[config.mk]
export PLATFORM = sky130hd
export DESIGN_NAME = cvt_trig_gen
export DESIGN_NICKNAME = d
export VERILOG_FILES = /design/src/rtl/cvt_pkg.sv /design/src/rtl/cvt_trig_gen.sv
export SDC_FILE = /design/constraint.sdc
export NUM_CORES = 2
export LEC_CHECK = 0
export ABC_AREA = 1
export ABC_CLOCK_PERIOD_IN_PS = 7670
export BUFFER_PORTS_ARGS = -buffer_cell sky130_fd_sc_hd__buf_4
export CAP_MARGIN = 30
export CORE_ASPECT_RATIO = 0.9
export CORE_UTILIZATION = 50
export DETAILED_ROUTE_END_ITERATION = 6
export GPL_TIMING_DRIVEN = 0
export PLACE_DENSITY = 0.81
export SYNTH_ARGS = -nofsm -noshare
export SYNTH_HDL_FRONTEND = slang
export SYNTH_SLANG_ARGS = --single-unit
[constraint.sdc]
create_clock -name clk_i -period 7.67 [get_ports clk_i]
set_input_delay 0.767 -clock clk_i [delete_from_list [all_inputs] [get_ports clk_i]]
set_output_delay 0.767 -clock clk_i [all_outputs]
set_load 0.02 [all_outputs]
[src/rtl/cvt_pkg.sv]
`timescale 1ns / 1ps
// Shared constants, item types and trig generator tables for the camera view transform.
package cvt_pkg;

  localparam int ANGLE_BITS     = 16;
  localparam int TRIG_FRAC_BITS = 16;
  localparam int TRIG_W         = TRIG_FRAC_BITS + 2;
  localparam int COORD_W        = 32;
  localparam int TAG_W          = 32;
  localparam int ANG_W          = 16;
  localparam int APB_AW         = 5;
  localparam int TAYLOR_TERMS   = 6;

  localparam logic [31:0] ANGLE_MASK   = ~((32'd1 << (32 - ANGLE_BITS)) - 32'd1);
  localparam logic [31:0] Q30_ONE      = 32'h4000_0000;
  localparam logic [31:0] QUARTER_TURN = 32'h4000_0000;
  localparam logic [31:0] HALF_PI_Q30  = 32'd1686629713;
  localparam logic signed [TRIG_W-1:0] TRIG_ONE = TRIG_W'(1) << TRIG_FRAC_BITS;
  localparam logic [31:0] COORD_MAX    = 32'h7FFF_FFFF;
  localparam logic [31:0] COORD_MIN    = 32'h8000_0000;

  localparam logic [32:0] TWO_POW_32 = 33'h1_0000_0000;
  localparam logic [31:0] RECIP_156  = 32'(TWO_POW_32 / 156);
  localparam logic [31:0] RECIP_110  = 32'(TWO_POW_32 / 110);
  localparam logic [31:0] RECIP_72   = 32'(TWO_POW_32 / 72);
  localparam logic [31:0] RECIP_42   = 32'(TWO_POW_32 / 42);
  localparam logic [31:0] RECIP_20   = 32'(TWO_POW_32 / 20);
  localparam logic [31:0] RECIP_6    = 32'(TWO_POW_32 / 6);

  typedef enum logic [2:0] {
    CFG_POS_X,
    CFG_POS_Y,
    CFG_POS_Z,
    CFG_PITCH,
    CFG_YAW,
    CFG_ROLL
  } cfg_reg_e;

  typedef enum logic [1:0] {
    ANG_PITCH,
    ANG_YAW,
    ANG_ROLL
  } angle_sel_e;

  typedef struct packed {
    logic signed [COORD_W-1:0] vertex_x;
    logic signed [COORD_W-1:0] vertex_y;
    logic signed [COORD_W-1:0] vertex_z;
    logic [TAG_W-1:0]          vertex_tag;
  } vertex_t;

  typedef struct packed {
    logic signed [COORD_W-1:0] view_x;
    logic signed [COORD_W-1:0] view_y;
    logic signed [COORD_W-1:0] view_z;
    logic [TAG_W-1:0]          view_tag;
    logic                      saturated;
  } view_t;

  typedef struct packed {
    logic signed [COORD_W-1:0] pos_x;
    logic signed [COORD_W-1:0] pos_y;
    logic signed [COORD_W-1:0] pos_z;
  } cam_pos_t;

  typedef struct packed {
    logic [ANG_W-1:0] pitch;
    logic [ANG_W-1:0] yaw;
    logic [ANG_W-1:0] roll;
  } angle_set_t;

  typedef struct packed {
    logic signed [TRIG_W-1:0] cx;
    logic signed [TRIG_W-1:0] sx;
    logic signed [TRIG_W-1:0] cy;
    logic signed [TRIG_W-1:0] sy;
    logic signed [TRIG_W-1:0] cz;
    logic signed [TRIG_W-1:0] sz;
  } trig_t;

  typedef struct packed {
    logic       wr;
    angle_sel_e sel;
  } trig_req_t;

  function automatic logic [7:0] taylor_div(input logic [2:0] step);
    case (step)
      3'd0:    return 8'd156;
      3'd1:    return 8'd110;
      3'd2:    return 8'd72;
      3'd3:    return 8'd42;
      3'd4:    return 8'd20;
      default: return 8'd6;
    endcase
  endfunction

  function automatic logic [31:0] taylor_recip(input logic [2:0] step);
    case (step)
      3'd0:    return RECIP_156;
      3'd1:    return RECIP_110;
      3'd2:    return RECIP_72;
      3'd3:    return RECIP_42;
      3'd4:    return RECIP_20;
      default: return RECIP_6;
    endcase
  endfunction

endpackage

[src/rtl/cvt_trig_gen.sv]
`timescale 1ns / 1ps
// Sine/cosine generator: sequencer over one shared 32x32 multiplier, and the trig registers.
module cvt_trig_gen (
  input  logic                  clk_i,
  input  logic                  rst_ni,
  input  cvt_pkg::trig_req_t    req_i,
  input  cvt_pkg::angle_set_t   angle_i,
  output cvt_pkg::trig_t        trig_o,
  output logic                  busy_o
);

  localparam int F = cvt_pkg::TRIG_FRAC_BITS;
  localparam int TW = cvt_pkg::TRIG_W;
  localparam logic [31:0] RND_HALF = 32'd1 << (29 - F);
  localparam logic [2:0] LAST_STEP = 3'(cvt_pkg::TAYLOR_TERMS - 1);

  typedef enum logic [3:0] {
    TG_IDLE,
    TG_LOAD,
    TG_MUL_R,
    TG_MUL_R2,
    TG_R2,
    TG_MUL_T,
    TG_MUL_Q,
    TG_MUL_D,
    TG_FIX,
    TG_MUL_F,
    TG_ROUND
  } tg_state_e;

  tg_state_e             state_q;
  logic [2:0]            pend_q;
  cvt_pkg::angle_sel_e   sel_q;
  logic                  sin_phase_q;
  logic [31:0]           turn_q;
  logic [30:0]           p_q;
  logic                  neg_q;
  logic [31:0]           r_q;
  logic [31:0]           r2_q;
  logic [30:0]           t_q;
  logic [31:0]           m_q;
  logic [31:0]           qe_q;
  logic [2:0]            step_q;
  logic [63:0]           prod_q;
  cvt_pkg::trig_t        trig_q;

  logic [31:0]           mul_a;
  logic [31:0]           mul_b;
  logic [63:0]           prod_d;
  logic                  pick_vld;
  cvt_pkg::angle_sel_e   pick_sel;
  logic [ cvt_pkg::ANG_W-1:0] pick_ang;
  logic [2:0]            pend_set;
  logic [2:0]            pend_clr;
  logic [31:0]           turn_ld;
  logic [30:0]           p_ld;
  logic [7:0]            div_cur;
  logic [31:0]           rem;
  logic [31:0]           q_fix;
  logic [31:0]           fin;
  logic [31:0]           fin_clamp;
  logic [31:0]           fin_sum;
  logic [F:0]            mag;
  logic signed [TW-1:0]  trig_val;

  always_comb begin
    pick_vld = |pend_q;
    pick_sel = cvt_pkg::ANG_PITCH;
    pick_ang = angle_i.pitch;
    if (pend_q[cvt_pkg::ANG_PITCH]) begin
      pick_sel = cvt_pkg::ANG_PITCH;
      pick_ang = angle_i.pitch;
    end else if (pend_q[cvt_pkg::ANG_YAW]) begin
      pick_sel = cvt_pkg::ANG_YAW;
      pick_ang = angle_i.yaw;
    end else if (pend_q[cvt_pkg::ANG_ROLL]) begin
      pick_sel = cvt_pkg::ANG_ROLL;
      pick_ang = angle_i.roll;
    end
    pend_set = req_i.wr ? (3'b001 << req_i.sel) : 3'b000;
    pend_clr = (state_q == TG_IDLE && pick_vld) ? (3'b001 << pick_sel) : 3'b000;
  end

  always_comb begin
    turn_ld = sin_phase_q ? turn_q : turn_q + cvt_pkg::QUARTER_TURN;
    p_ld    = turn_ld[30] ? 31'(cvt_pkg::Q30_ONE) - {1'b0, turn_ld[29:0]}
                          : {1'b0, turn_ld[29:0]};
    div_cur = cvt_pkg::taylor_div(step_q);
    case (state_q)
      TG_MUL_R: begin
        mul_a = {1'b0, p_q};
        mul_b = cvt_pkg::HALF_PI_Q30;
      end
      TG_MUL_R2: begin
        mul_a = prod_q[61:30];
        mul_b = prod_q[61:30];
      end
      TG_MUL_T: begin
        mul_a = r2_q;
        mul_b = {1'b0, t_q};
      end
      TG_MUL_Q: begin
        mul_a = prod_q[61:30];
        mul_b = cvt_pkg::taylor_recip(step_q);
      end
      TG_MUL_D: begin
        mul_a = prod_q[63:32];
        mul_b = {24'd0, div_cur};
      end
      TG_MUL_F: begin
        mul_a = r_q;
        mul_b = {1'b0, t_q};
      end
      default: begin
        mul_a = '0;
        mul_b = '0;
      end
    endcase
    prod_d    = {32'd0, mul_a} * {32'd0, mul_b};
    rem       = m_q - prod_q[31:0];
    q_fix     = qe_q + {31'd0, (rem >= {24'd0, div_cur})};
    fin       = prod_q[61:30];
    fin_clamp = (fin > cvt_pkg::Q30_ONE) ? cvt_pkg::Q30_ONE : fin;
    fin_sum   = fin_clamp + RND_HALF;
    mag       = (F + 1)'(fin_sum >> (30 - F));
    trig_val  = neg_q ? -$signed({1'b0, mag}) : $signed({1'b0, mag});
  end

  always_ff @(posedge clk_i) begin
    prod_q <= prod_d;
  end

  always_ff @(posedge clk_i or negedge rst_ni) begin
    if (!rst_ni) begin
      state_q     <= TG_IDLE;
      pend_q      <= '0;
      sel_q       <= cvt_pkg::ANG_PITCH;
      sin_phase_q <= 1'b0;
      turn_q      <= '0;
      p_q         <= '0;
      neg_q       <= 1'b0;
      r_q         <= '0;
      r2_q        <= '0;
      t_q         <= '0;
      m_q         <= '0;
      qe_q        <= '0;
      step_q      <= '0;
      trig_q.cx   <= cvt_pkg::TRIG_ONE;
      trig_q.sx   <= '0;
      trig_q.cy   <= cvt_pkg::TRIG_ONE;
      trig_q.sy   <= '0;
      trig_q.cz   <= cvt_pkg::TRIG_ONE;
      trig_q.sz   <= '0;
    end else begin
      pend_q <= (pend_q & ~pend_clr) | pend_set;
      case (state_q)
        TG_IDLE: begin
          if (pick_vld) begin
            sel_q       <= pick_sel;
            turn_q      <= {pick_ang, 16'd0} & cvt_pkg::ANGLE_MASK;
            sin_phase_q <= 1'b0;
            state_q     <= TG_LOAD;
          end
        end
        TG_LOAD: begin
          p_q     <= p_ld;
          neg_q   <= turn_ld[31];
          state_q <= TG_MUL_R;
        end
        TG_MUL_R: begin
          state_q <= TG_MUL_R2;
        end
        TG_MUL_R2: begin
          r_q     <= prod_q[61:30];
          state_q <= TG_R2;
        end
        TG_R2: begin
          r2_q    <= prod_q[61:30];
          t_q     <= cvt_pkg::Q30_ONE[30:0];
          step_q  <= '0;
          state_q <= TG_MUL_T;
        end
        TG_MUL_T: begin
          state_q <= TG_MUL_Q;
        end
        TG_MUL_Q: begin
          m_q     <= prod_q[61:30];
          state_q <= TG_MUL_D;
        end
        TG_MUL_D: begin
          qe_q    <= prod_q[63:32];
          state_q <= TG_FIX;
        end
        TG_FIX: begin
          t_q <= 31'(cvt_pkg::Q30_ONE - q_fix);
          if (step_q == LAST_STEP) begin
            state_q <= TG_MUL_F;
          end else begin
            step_q  <= step_q + 3'd1;
            state_q <= TG_MUL_T;
          end
        end
        TG_MUL_F: begin
          state_q <= TG_ROUND;
        end
        TG_ROUND: begin
          case (sel_q)
            cvt_pkg::ANG_PITCH: begin
              if (sin_phase_q) trig_q.sx <= trig_val;
              else trig_q.cx <= trig_val;
            end
            cvt_pkg::ANG_YAW: begin
              if (sin_phase_q) trig_q.sy <= trig_val;
              else trig_q.cy <= trig_val;
            end
            default: begin
              if (sin_phase_q) trig_q.sz <= trig_val;
              else trig_q.cz <= trig_val;
            end
          endcase
          if (sin_phase_q) begin
            state_q <= TG_IDLE;
          end else begin
            sin_phase_q <= 1'b1;
            state_q     <= TG_LOAD;
          end
        end
        default: begin
          state_q <= TG_IDLE;
        end
      endcase
    end
  end

  assign trig_o = trig_q;
  assign busy_o = (state_q != TG_IDLE) || (|pend_q);

endmodule

# --- Word level (Yosys, flattened, before mapping) ---
# Cells that the tools add are included.
classes:
  order_cmp: 2
  muxes: 25
  eq_ne: 18
  mul: 1
  addsub: 8
  shift: 2
  n_bitwise: 5
  n_reduce_logical: 21
op_table:
  columns: ["cell", "count"]
  rows:
  - ["32-bit case mux with 5 select lines", 2]
  - ["30-bit case mux with 5 select lines", 1]
  - ["32-bit by 32-bit multiplier with 64-bit output", 1]
  - ["31-bit two-way mux", 2]
  - ["31-bit case mux with 2 select lines", 1]
  - ["16-bit two-way mux", 3]
  - ["4-bit case mux with 11 select lines", 1]
  - ["8-bit case mux with 5 select lines", 1]
  - ["32-bit by 31-bit adder with 32-bit output, second input constant", 1]
  - ["32-bit by 8-bit >= comparator with 1-bit output", 1]
  - ["32-bit by 31-bit > comparator with 1-bit output, second input constant", 1]
  - ["32-bit two-way mux", 1]
  - ["32-bit subtractor", 1]
  - ["31-bit by 1-bit adder with 31-bit output", 1]
  - ["31-bit by 14-bit adder with 31-bit output, second input constant", 1]
  - ["31-bit by 30-bit subtractor with 31-bit output, first input constant", 1]
  - ["31-bit subtractor, first input constant", 1]
  - ["18-bit two-way mux", 1]
  - ["17-bit negation with 18-bit output", 1]
  - ["3-bit AND reduction", 6]
  - ["4-bit by 3-bit == test with 1-bit output, second input constant", 4]
  - ["4-bit == test, second input constant", 3]
  - ["3-bit two-way mux", 3]
  - ["4-bit by 2-bit == test with 1-bit output, second input constant", 2]
  - ["other kinds (27)", 41]
totals:
  output_inout_bits: 109
  ff_bits: 391
  inputBits: 53

# --- Longest topological paths before layout ---
depth:
  ltp_word: 8
  mapped_depth: 45
  ltp_nobuf: 45

# --- Worst setup path before layout ---
# No wires, ideal clock.
synth_path:
  kind: "register to register"
  startpoint: "reg step_q[0]"
  endpoint: "reg prod_q[52]"
  arrival_time_ns: 8.032
  required_time_ns: 7.598
  path_stages_with_launch: 37
  slack_ns: -0.434
  cell_sequence: "dfrtp_1 inv_1 ha_1 nand2_1 inv_1 a21oi_1 nand2_1 nor2_1 a21oi_1 o21ai_0 nand4_1 inv_1 clkbuf_1 nor2_1 fa_1 inv_1 fa_1 fa_1 fa_1 inv_1 fa_1 fa_1 fa_1 inv_1 fa_1 inv_1 ha_1 a21oi_1 inv_1 a31oi_1 o21ai_0 a21oi_1 o21ai_0 a21oi_1 o21bai_1 a21oi_1 xnor2_1"
synth_via:
  elab_chain_cells: 4
synth_rtl:
  columns: ["item", "line_no", "source"]
  rows:
  - ["start: declaration", "cvt_trig_gen.sv:43", "logic [2:0] step_q;"]
  - ["start signal: assignment", "cvt_trig_gen.sv:199", "step_q <= step_q + 3'd1;"]
  - ["3-bit == test (tied with other cells)", "cvt_pkg.sv:87, cvt_pkg.sv:98", null]
  - ["30-bit case mux with 5 select lines or 8-bit case mux with 5 select lines (tied branches)", "cvt_pkg.sv:98, cvt_pkg.sv:87", null]
  - ["32-bit case mux with 5 select lines *", "cvt_trig_gen.sv:89", "case (state_q)"]
  - ["32-bit by 32-bit multiplier with 64-bit output *", "cvt_trig_gen.sv:119", "prod_d = {32'd0, mul_a} * {32'd0, mul_b};"]
  - ["named net prod_d[52]", "cvt_trig_gen.sv:49", "logic [63:0] prod_d;"]
  - ["end signal: assignment", "cvt_trig_gen.sv:130", "prod_q <= prod_d;"]
  - ["end: declaration", "cvt_trig_gen.sv:44", "logic [63:0] prod_q;"]
# The timed path passes the listed nets; every way through them passes the cells marked *.
# A chain may end at the register's enable or synchronous reset.

# --- Worst setup path in the final report ---
layout_path:
  startpoint: "reg state_q[2]"
  endpoint: "reg prod_q[49]"
layout_via:
  elab_chain_cells: 4
layout_rtl:
  columns: ["item", "line_no", "source"]
  rows:
  - ["start: declaration", "cvt_trig_gen.sv:31", "tg_state_e state_q;"]
  - ["start signal: assignment", "cvt_trig_gen.sv:135", "state_q <= TG_IDLE;"]
  - ["start signal: assignment", "cvt_trig_gen.sv:162", "state_q <= TG_LOAD;"]
  - ["start signal: assignment", "cvt_trig_gen.sv:168", "state_q <= TG_MUL_R;"]
  - ["4-bit by 3-bit == test with 1-bit output (tied with other cells)", "cvt_trig_gen.sv:89", null]
  - ["2-bit OR reduction (no line)", null, null]
  - ["32-bit case mux with 5 select lines", "cvt_trig_gen.sv:89", null]
  - ["32-bit by 32-bit multiplier with 64-bit output *", "cvt_trig_gen.sv:119", null]
  - ["named net prod_d[49]", "cvt_trig_gen.sv:49", null]
# Marks and branches as above.

==> summary.txt <==
Outcome
  – Status: complete, but fails checks
  – Failing checks: design-rule violations, negative setup slack

Floorplan
  – IO Count: 162
  – Die Width: 344 um
  – Die Ht: 310 um
  – Die Area: 107000 um^2
  – Core ar.: 104000 um^2
  – # rows: 112
  – Initial Util: 0.506

Worst setup path
  – Worst Path Required: 8110 ps
  – Max incr delay on CP: 540 ps
  – CP startpoint kind: flop
  – WP data arrival: 9170 ps
  – Critical Path Fanout Max: 10
  – Setup Crit Path Kind: reg2reg
  – Slowest-stage cell, CP: fa_1
  – CP Capture Type: flop

Power
  – P per Cell Area: approximately 430 nW/um^2
  – Leak: 34.2 nW
  – Worst IR Drop VDD: 0.00111 V

Synthesis
  – Post-Syn Area: 52700 um^2
  – Cell variety after synth: 60
  – Leading area contributor after synthesis: fa_1
  – Synth warnings: 0
  – Sequential area share after synthesis: 0.172
  – Synth area leaders: fa_1 34%, dfrtp_1 15%, inv_1 11%
  – Area share of the largest cell type after synthesis: 0.341
  – FF+latch count, synth: 375
  – Avg Synthesized Cell Area: 7.98 um^2
  – Cells after Synth: 6600
  – Fraction of registers with async set/reset: 0.829
  – Syn nets: around 8000
  – EDFF count, synth: 0
  – Main synth FF type: dfrtp_1

Place
  – Post-DP HPWL: 165000 um
  – IO Port Bufs: 161
  – RD Place Congestion: between 1 and 1.5
  – Cell Area, Placed: 56500 um^2

Final layout
  – Commonest non-fill, non-tap cell in the layout: inv_1
  – Share of layout cells above drive strength 1: 0.198
  – # nets final: 8445
  – Area Overhead vs Synth: 22.9%
  – Final Cell Area: ~65000 um^2
  – Commonest non-fill, non-tap cells in the layout: 1460 x inv_1, 1421 x nand2_1, 833 x fa_1

Routing
  – DR WL/cell: 24.9 um
  – Vias after detailed routing: 49900
  – Final wirelength: roughly 210000 um
  – Post-DRT Antenna Nets: 0
  – Drt via density: 5.84
  – DRC Markers: 33
  – Pre-Repair DR Iteration Count: 7
  – Initial DRC Count: 6852

Clock network
  – Clock sinks: 375
  – Clk_lat worst skew: 570 ps
  – CTS H-tree depth: 2
  – TritonCTS clock tree: done
  – Hold buffers post-CTS: 0
  – Root Buffer: clkbuf_16
  – CTS Buf Count: 36
  – CTS clk-pin slew, worst paths: 70 ps
  – Clock buffer depth: 3

Timing
  – Max-slew violations: 0
  – Fmax: 0.115 GHz
  – WHS: 155 ps
  – Period minus WS final: 8720 ps
  – Endpoints failing hold: 0
  – Clk_skew: 24.2 ps
  – Final setup violation count: 46
  – Slew @ Worst Pin: 988 ps
  – Final period util: 1.14
  – Max-slew headroom: 0.339
  – Worst setup margin: -1050 ps
  – RSZ-0062 raised after global routing: true

Global route
  – Gr usage total: 0.396
  – Number of antenna violations at the first check in global routing: 7
  – Largest net degree at the start of global routing: just over 80
  – Remaining Overflow, GRT: 0
  – First-pass GRT wire length: ~310000 um
  – Vias in the first global route: 49200

Job
  – Maxcap violations: 0

Hold path
  – Tightest Hold Check Type: in2async
## layout make-up
type / count / area [um^2]
Antenna cell: 2 / 5.00
Tap cell: 1368 / 1710
Clock inverter: 15 / 168
Fill cell: 8501 / 39400
Clock buffer: 51 / 1100
Inverter: 1613 / 6270
Timing Repair Buffer: 516 / 4540
Buffer: 234 / 2280
Sequential cell: 375 / 9070
Multi-Input combinational cell: 4377 / 39600
## synth_stat cells, types with 64 or more instances
cell,number
inv_1,1566
nand2_1,1471
fa_1,897
nor2_1,606
ha_1,342
dfrtp_1,308
o21ai_0,276
clkbuf_1,198
a21oi_1,194
nand3_1,86
xor2_1,75
dfxtp_1,64
## path summary, 6_finish.rpt
path                             from    endpoint  slack, ps  cells past startpoint
max                        state_q[2]  prod_q[49]      -1050                     37
max reg2reg                state_q[2]  prod_q[49]      -1050                     37
min in group clk_i           req_i[0]   pend_q[2]        410                      2
min                            rst_ni     p_q[27]        160                      1
min reg2reg                trig_o[34]  trig_o[34]        480                      2
max in group asynchronous      rst_ni     m_q[30]       6310                      3
## metal layers
layer,global-route usage,vias up,wire length (um)
met3,0.177,938,34900
met4,0.210,8,15300
met1,0.528,24500,77800
met2,0.536,3709,84600
met5,0,-,79
li1,-,20700,-
## repair_timing
item,4_1_cts,5_1_grt
buffers inserted,217,95
pin swaps,151,165
cloned,5,0
endpoints found under the setup margin,55,49
hold endpoints to repair,0,0
gates resized for setup,924,354
## critical path: cells and delay by family (launching register included)
family / cells / cell delay, ps
AOI/OAI and AO/OA: 8 / 1210
adders and majority gates: 9 / 3980
xor gates and xnor gates: 1 / 80
buffers and inverters: 15 / 2250
DFF: 1 / 390
and+or+nand+nor: 4 / 660
## state kept, by name, indices dropped and copies added, names as in the netlist, 4 cells and up
name and cells:
t_q 31, r_q 32, qe_q 31, m_q 32, prod_q 64, trig_o 108, turn_q 16, state_q 4
p_q 15, r2_q 32
## through the flow
step           TNS (ps)  total power (W)  cells  utilization  setup WS (ps)
6_report         -33420           0.0276   8551        0.622          -1050
5_1_grt          -38290           0.0290   8549        0.622          -1110
3_3_place_gp    -168010           0.0185   8129        0.536          -4120
4_1_cts          -16120           0.0238   8456        0.603           -667
3_5_place_dp    -113790           0.0191   8174        0.542          -3170
2_1_floorplan         0           0.0138   6600            -          0.777
## power by group
group / switching [W] / leakage, nW / internal, W
combinational: 0.0138 / 29.2 / 0.00860
sequential: 0.000525 / 4.36 / 0.00271
clock: 0.000856 / 0.635 / 0.00111
## cells by family after synthesis
kind of cell | share of synthesized area
AO/OA/AOI/OAI | 0.0762
XOR/XNOR | 0.0214
adder cells (fa/ha/maj) | 0.422
flip-flops | 0.172
AND/OR/NAND/NOR | 0.176
buffers and inverters | 0.132
(Power assumes the default switching activity.)
